File: src/rtl/dpsca_pkg.sv
`timescale 1ns / 1ps
// ----------------------------------------------------------------------------
// dpsca_pkg
// Shared types, codes and helpers for the DRAM power state cycle accounter.
// ----------------------------------------------------------------------------
package dpsca_pkg;

    localparam int NUM_BANKS_DEF = 8;
    localparam int MAP_W         = 8;
    localparam int NUM_CNT       = 26;
    localparam int NUM_EVT       = 12;
    localparam int CFG_W         = 12;
    localparam int TS_W          = 47;
    localparam int CNT_W         = 48;
    localparam int EVT_W         = 49;
    localparam int WIDE_W        = 52;
    localparam int IN_TDATA_W    = 64;
    localparam int OUT_TDATA_W   = 72;

    // event time slots
    localparam logic [3:0] T_FIRST_ACT = 4'd0;
    localparam logic [3:0] T_PDN       = 4'd1;
    localparam logic [3:0] T_SREF_WIN  = 4'd2;
    localparam logic [3:0] T_END_ACT   = 4'd3;
    localparam logic [3:0] T_END_RD    = 4'd4;
    localparam logic [3:0] T_END_WR    = 4'd5;
    localparam logic [3:0] T_LAT_RD    = 4'd6;
    localparam logic [3:0] T_LAT_WR    = 4'd7;
    localparam logic [3:0] T_LAT_PRE   = 4'd8;
    localparam logic [3:0] T_LAT_ACT   = 4'd9;
    localparam logic [3:0] T_SREF      = 4'd10;
    localparam logic [3:0] T_LAST_PRE  = 4'd11;

    localparam logic W_ACT = 1'b0;
    localparam logic W_PRE = 1'b1;

    // counter indexes
    localparam logic [4:0] C_ACTS       = 5'd0;
    localparam logic [4:0] C_PRES       = 5'd1;
    localparam logic [4:0] C_READS      = 5'd2;
    localparam logic [4:0] C_WRITES     = 5'd3;
    localparam logic [4:0] C_REFS       = 5'd4;
    localparam logic [4:0] C_PDN_FA     = 5'd5;
    localparam logic [4:0] C_PDN_SA     = 5'd6;
    localparam logic [4:0] C_PDN_FP     = 5'd7;
    localparam logic [4:0] C_PDN_SP     = 5'd8;
    localparam logic [4:0] C_SREFS      = 5'd9;
    localparam logic [4:0] C_ACT_CYC    = 5'd10;
    localparam logic [4:0] C_PRE_CYC    = 5'd11;
    localparam logic [4:0] C_PDN_BASE   = 5'd11;
    localparam logic [4:0] C_PDN_FA_CYC = 5'd12;
    localparam logic [4:0] C_PDN_SA_CYC = 5'd13;
    localparam logic [4:0] C_PDN_FP_CYC = 5'd14;
    localparam logic [4:0] C_PDN_SP_CYC = 5'd15;
    localparam logic [4:0] C_PUP_ACT    = 5'd16;
    localparam logic [4:0] C_PUP_PRE    = 5'd17;
    localparam logic [4:0] C_SREF_IDD6  = 5'd18;
    localparam logic [4:0] C_SREF_PUP   = 5'd19;
    localparam logic [4:0] C_SREF_RACT  = 5'd20;
    localparam logic [4:0] C_SREF_RPRE  = 5'd21;
    localparam logic [4:0] C_SRX_RACT   = 5'd22;
    localparam logic [4:0] C_SRX_RPRE   = 5'd23;
    localparam logic [4:0] C_ACT_IDLE   = 5'd24;
    localparam logic [4:0] C_PRE_IDLE   = 5'd25;

    // warning bits
    localparam int WB_PDN      = 0;
    localparam int WB_OPEN     = 1;
    localparam int WB_CLOSED   = 2;
    localparam int WB_BANKS    = 3;
    localparam int WB_PRECH    = 4;
    localparam int WB_ALLPRE   = 5;
    localparam int WB_NONE     = 6;
    localparam int WB_PUP_ACT  = 7;
    localparam int WB_PUP_PRE  = 8;
    localparam int WB_SREX     = 9;

    // config register indexes
    localparam logic [2:0] R_READ_DONE  = 3'd0;
    localparam logic [2:0] R_WRITE_DONE = 3'd1;
    localparam logic [2:0] R_ACT_TO_RW  = 3'd2;
    localparam logic [2:0] R_PRECHARGE  = 3'd3;
    localparam logic [2:0] R_REFRESH    = 3'd4;
    localparam logic [2:0] R_FAST_EXIT  = 3'd5;
    localparam logic [2:0] R_SLOW_EXIT  = 3'd6;
    localparam logic [2:0] R_SREF_EXIT  = 3'd7;

    typedef enum logic [4:0] {
        A_ACT     = 5'd0,
        A_RD      = 5'd1,
        A_WR      = 5'd2,
        A_REF     = 5'd3,
        A_PRE     = 5'd4,
        A_PREA    = 5'd5,
        A_PDN_FA  = 5'd6,
        A_PDN_SA  = 5'd7,
        A_PDN_FP  = 5'd8,
        A_PDN_SP  = 5'd9,
        A_PUP_ACT = 5'd10,
        A_PUP_PRE = 5'd11,
        A_SREN    = 5'd12,
        A_SREX    = 5'd13,
        A_END     = 5'd14,
        A_READ    = 5'd15,
        A_CLEAR   = 5'd16
    } action_e;

    typedef enum logic [2:0] {
        M_NORMAL = 3'd0,
        M_PDN_FA = 3'd1,
        M_PDN_SA = 3'd2,
        M_PDN_FP = 3'd3,
        M_PDN_SP = 3'd4,
        M_SREF   = 3'd5
    } mode_e;

    typedef logic signed [WIDE_W-1:0] wide_t;

    typedef struct packed {
        logic [CFG_W-1:0] read_done;
        logic [CFG_W-1:0] write_done;
        logic [CFG_W-1:0] act_to_rw;
        logic [CFG_W-1:0] precharge;
        logic [CFG_W-1:0] refresh;
        logic [CFG_W-1:0] fast_exit;
        logic [CFG_W-1:0] slow_exit;
        logic [CFG_W-1:0] sref_exit;
    } cfg_t;

    typedef struct packed {
        logic [4:0]      action;
        logic [2:0]      bank;
        logic [TS_W-1:0] timestamp;
        logic [4:0]      counter_index;
    } item_t;

    typedef struct packed {
        logic [CNT_W-1:0] counter_value;
        logic [9:0]       warnings;
        logic [3:0]       active_banks;
        logic [2:0]       power_mode;
    } result_t;

    typedef struct packed {
        logic [MAP_W-1:0]               bank_map;
        logic [MAP_W-1:0]               saved_map;
        mode_e                          mode;
        logic [NUM_EVT-1:0][EVT_W-1:0]  evt;
        logic [1:0][CNT_W-1:0]          tally;
    } acc_state_t;

    function automatic wide_t sx49(input logic [EVT_W-1:0] v);
        return {{(WIDE_W-EVT_W){v[EVT_W-1]}}, v};
    endfunction

    function automatic wide_t sx48(input logic [CNT_W-1:0] v);
        return {{(WIDE_W-CNT_W){v[CNT_W-1]}}, v};
    endfunction

    function automatic wide_t ux12(input logic [CFG_W-1:0] v);
        return {{(WIDE_W-CFG_W){1'b0}}, v};
    endfunction

    function automatic wide_t pos(input wide_t v);
        return (v > 0) ? v : '0;
    endfunction

    function automatic wide_t mx(input wide_t a, input wide_t b);
        return (a > b) ? a : b;
    endfunction

    function automatic logic [3:0] popcnt(input logic [MAP_W-1:0] m);
        logic [3:0] n;
        n = '0;
        for (int i = 0; i < MAP_W; i++)
            n = n + {3'b0, m[i]};
        return n;
    endfunction

endpackage

File: src/rtl/dpsca_cfg.sv
`timescale 1ns / 1ps
// ----------------------------------------------------------------------------
// dpsca_cfg
// Timing register file, written through the configuration channel.
// ----------------------------------------------------------------------------
module dpsca_cfg import dpsca_pkg::*; (
    input  logic             clk,
    input  logic             rst_n,
    input  logic             cfg_valid,
    output logic             cfg_ready,
    input  logic [2:0]       cfg_index,
    input  logic [CFG_W-1:0] cfg_data,
    output cfg_t             cfg
);

    cfg_t cfg_reg;

    assign cfg_ready = 1'b1;
    assign cfg       = cfg_reg;

    always_ff @(posedge clk or negedge rst_n)
    begin
        if (!rst_n)
        begin
            cfg_reg.read_done  <= 12'd15;
            cfg_reg.write_done <= 12'd25;
            cfg_reg.act_to_rw  <= 12'd11;
            cfg_reg.precharge  <= 12'd11;
            cfg_reg.refresh    <= 12'd128;
            cfg_reg.fast_exit  <= 12'd5;
            cfg_reg.slow_exit  <= 12'd20;
            cfg_reg.sref_exit  <= 12'd140;
        end
        else if (cfg_valid)
        begin
            unique case (cfg_index)
                R_READ_DONE:  cfg_reg.read_done  <= cfg_data;
                R_WRITE_DONE: cfg_reg.write_done <= cfg_data;
                R_ACT_TO_RW:  cfg_reg.act_to_rw  <= cfg_data;
                R_PRECHARGE:  cfg_reg.precharge  <= cfg_data;
                R_REFRESH:    cfg_reg.refresh    <= cfg_data;
                R_FAST_EXIT:  cfg_reg.fast_exit  <= cfg_data;
                R_SLOW_EXIT:  cfg_reg.slow_exit  <= cfg_data;
                R_SREF_EXIT:  cfg_reg.sref_exit  <= cfg_data;
                default:      cfg_reg            <= cfg_reg;
            endcase
        end
    end

endmodule

File: config.mk
export PLATFORM = sky130hd
export DESIGN_NAME = dpsca_cfg
export DESIGN_NICKNAME = d
export VERILOG_FILES = /design/src/rtl/dpsca_pkg.sv /design/src/rtl/dpsca_cfg.sv
export SDC_FILE = /design/constraint.sdc
export NUM_CORES = 1
export LEC_CHECK = 0
export BUFFER_PORTS_ARGS = -buffer_cell sky130_fd_sc_hd__buf_2
export CAP_MARGIN = 20
export CORE_MARGIN = 5
export CORE_UTILIZATION = 50
export DETAILED_ROUTE_END_ITERATION = 7
export GPL_TIMING_DRIVEN = 0
export PLACE_DENSITY = 0.83
export SLEW_MARGIN = 20
export SYNTH_ARGS = -nofsm -noshare
export SYNTH_HDL_FRONTEND = slang
export SYNTH_SLANG_ARGS = --single-unit
File: constraint.sdc
create_clock -name clk -period 0.95 [get_ports clk]
set_input_delay 0.1425 -clock clk [delete_from_list [all_inputs] [get_ports clk]]
set_output_delay 0.1425 -clock clk [all_outputs]
set_load 0.05 [all_outputs]
==> key figures <==
Outcome
  • Status: finished with violations
  • Failing checks: setup timing

Placed design
  • Post-place setup slack: -0.450 ns
  • Post-DP HPWL: 5.82 mm
  • Gpl congestion: 0.734
  • Area after DPL: 0.00463 sq mm
  • Buffers on Ports: 113

Synthesis
  • Syn Nets: 228
  • Synth Area per Inst: 17.7 sq um
  • YS warnings: 0
  • #FFs+latches synth: 96
  • Number of distinct library cells after synthesis: 11
  • Netlist Area Pre-Place: 0.00371 sq mm
  • Cells after Synth: 210
  • Sequential fraction of the synthesis area: 65.4%

Power and ir drop
  • PwrDens: 2860 mW/mm^2
  • LEAKAGE: 0.00280 uW
  • Peak VDD IR: 2010 uV
  • Total Power: 17400 uW

Clock tree
  • Clock sink total: 96
  • Clock root buffer: clkbuf_8
  • Cts bufs inserted: 9
  • H-tree levels: 3
  • TritonCTS clock tree: yes
  • Clk pin slew, worst setup/hold paths: 0.10 ns
  • Worst-Skew Late Latency: 0.35 ns
  • Longest Clk Path Bufs: 2

Drt
  • DRT iter0 DRCs: 108
  • DR WL/cell: 25.0 um
  • DRC viols: 0
  • Routed Antenna Nets: 0
  • Vias after detailed routing: 2674
  • First-pass DRT Iterations: 4
  • Vias/cell: 5.40
  • WL final: 12.4 mm

STA
  • Final Setup Violations: 111
  • Fmax: 808 MHz
  • Max Slew Vio Count: 0
  • Final Hold Vio Count: 0
  • Final WS setup: -0.287 ns
  • Final Cycle Share: 130%
  • Setup repair after global routing missed its margin: true
  • Clk_skew: 0 ns
  • Fin Hold WS: 0.122 ns
  • Fin Setup TNS: -16.49 ns
  • Tmin final: 1.24 ns

Setup path
  • CP Launch Type: flip-flop
  • Crit end category: output port
  • Max incr delay on CP: 0.58 ns
  • CP top delay family: flip-flops
  • Crit path buffers/inverters: 1
  • CP Cell Sequence: buf_8
  • Crit Path Max Fanout: 2
  • WP data arrival: 1.09 ns
  • Crit Path Class: flip-flop to output port
  • CP max stage cell: dfstp_2
  • CP required: 0.81 ns

Layout
  • # diodes: 0
  • Final #Nets: 409
  • Max reg flops: 96
  • Design area: 0.00610 sq mm
  • Leading cell types in the layout, fill and taps excluded: 91 x buf_6, 55 x mux2_2, 46 x buf_4
  • FF/Latch Area: 0.00248 sq mm
  • Fillers: 326
  • Multi-input gate area: 0.00134 sq mm
  • Area grow syn2layout: 64.2%
  • Commonest non-fill, non-tap cell in the layout: buf_6
  • Share of layout cells above drive strength 1: 90.2%

GRT
  • Total gr overflow: 0
  • Vias in the first global route: 2839
  • Largest net degree at the start of global routing: 72
  • Initial antenna violation count: 1
  • First-pass GRT wire length: 16.8 mm
  • GRT Total Usage: 25.3%

Floorplan
  • IO Pins: 115
  • Starting Density: 51.2%
  • Core Area: 0.00725 sq mm
  • Die H: 96.2 um
  • Num rows: 31
  • Horiz. Die Dim: 96.2 um
  • Die ar.: 0.00925 sq mm

Run
  • Total of max-cap violations: 0

Worst hold path
  • Worst hold path class: input pin to flip-flop
[synth_stat cells (all sizes together)]
cell type | n | area share [%]
nand4 | 1 | 0.17
buf | 9 | 2.1
dfstp | 21 | 15
and4bb | 3 | 1.3
dfrtp | 75 | 51
mux2 | 96 | 30
nor4b | 1 | 0.64
nand4b | 3 | 0.71
conb | 1 | 0.10
[cell type report]
| cell class | count | area share, % |
|---|---|---|
| Timing Repair Buffer | 170 | 29.6 |
| Buffer | 9 | 1.60 |
| Multi-Input combinational cell | 105 | 22.0 |
| Clock inverter | 6 | 1.89 |
| Clock buffer | 10 | 2.09 |
| Tap cell | 99 | 2.03 |
| Sequential cell | 96 | 40.7 |
[power breakdown]
group | internal, uW | switching (uW)
Clock | 1770 | 1520
Sequential | 5220 | 850
Combinational | 3500 | 4570
[cell families after synthesis]
| logic type | after synthesis | share of synthesized area [%] |
|---|---|---|
| mux | 96 | 29.5 |
| flops | 96 | 65.4 |
| buf+inv | 9 | 2.12 |
| simple gates | 8 | 2.83 |
| other cells | 1 | 0.101 |
[per-layer routing]
metal / global-route usage, % / up-vias / share of wire [%]
met2: 41.8 / 159 / 50
met3: 6.49 / 28 / 8.2
li1: - / 1107 / -
met4: 9.83 / 2 / 2.5
met1: 31.9 / 1378 / 39
met5: 0 / - / 0.11
[final timing paths]
kind	start	end	slack [ns]	depth (start not counted)
max in group asynchronous	rst_n	cfg[43]$_DFFE_PN1P_	0.19	3
min	cfg_data[6]	cfg[66]$_DFFE_PN0P_	0.12	2
max	cfg[26]$_DFFE_PN1P_	cfg[26]	-0.29	1
min in group asynchronous	rst_n	cfg[93]$_DFFE_PN0P_	0.19	2
max reg2reg	cfg[82]$_DFFE_PN0P_	cfg[82]$_DFFE_PN0P_	-0.14	3
min reg2reg	cfg[18]$_DFFE_PN0P_	cfg[18]$_DFFE_PN0P_	0.53	1
[repair_timing]
action,4_1_cts,5_1_grt
setup endpoints to repair,106,111
hold buffers,1,0
gates resized for setup,220,24
pin swaps,1,1
endpoints found under the hold margin,81,0
buffers inserted,37,21
gates cloned,1,1
[stage by stage]
stage,util [%],instances
after global placement,63.4,422
after global routing,84.0,495
final,84.0,495
after detailed placement,63.9,423
after CTS,80.9,478
after floorplan,-,210
Note: power is estimated with default switching activity, not from simulation.
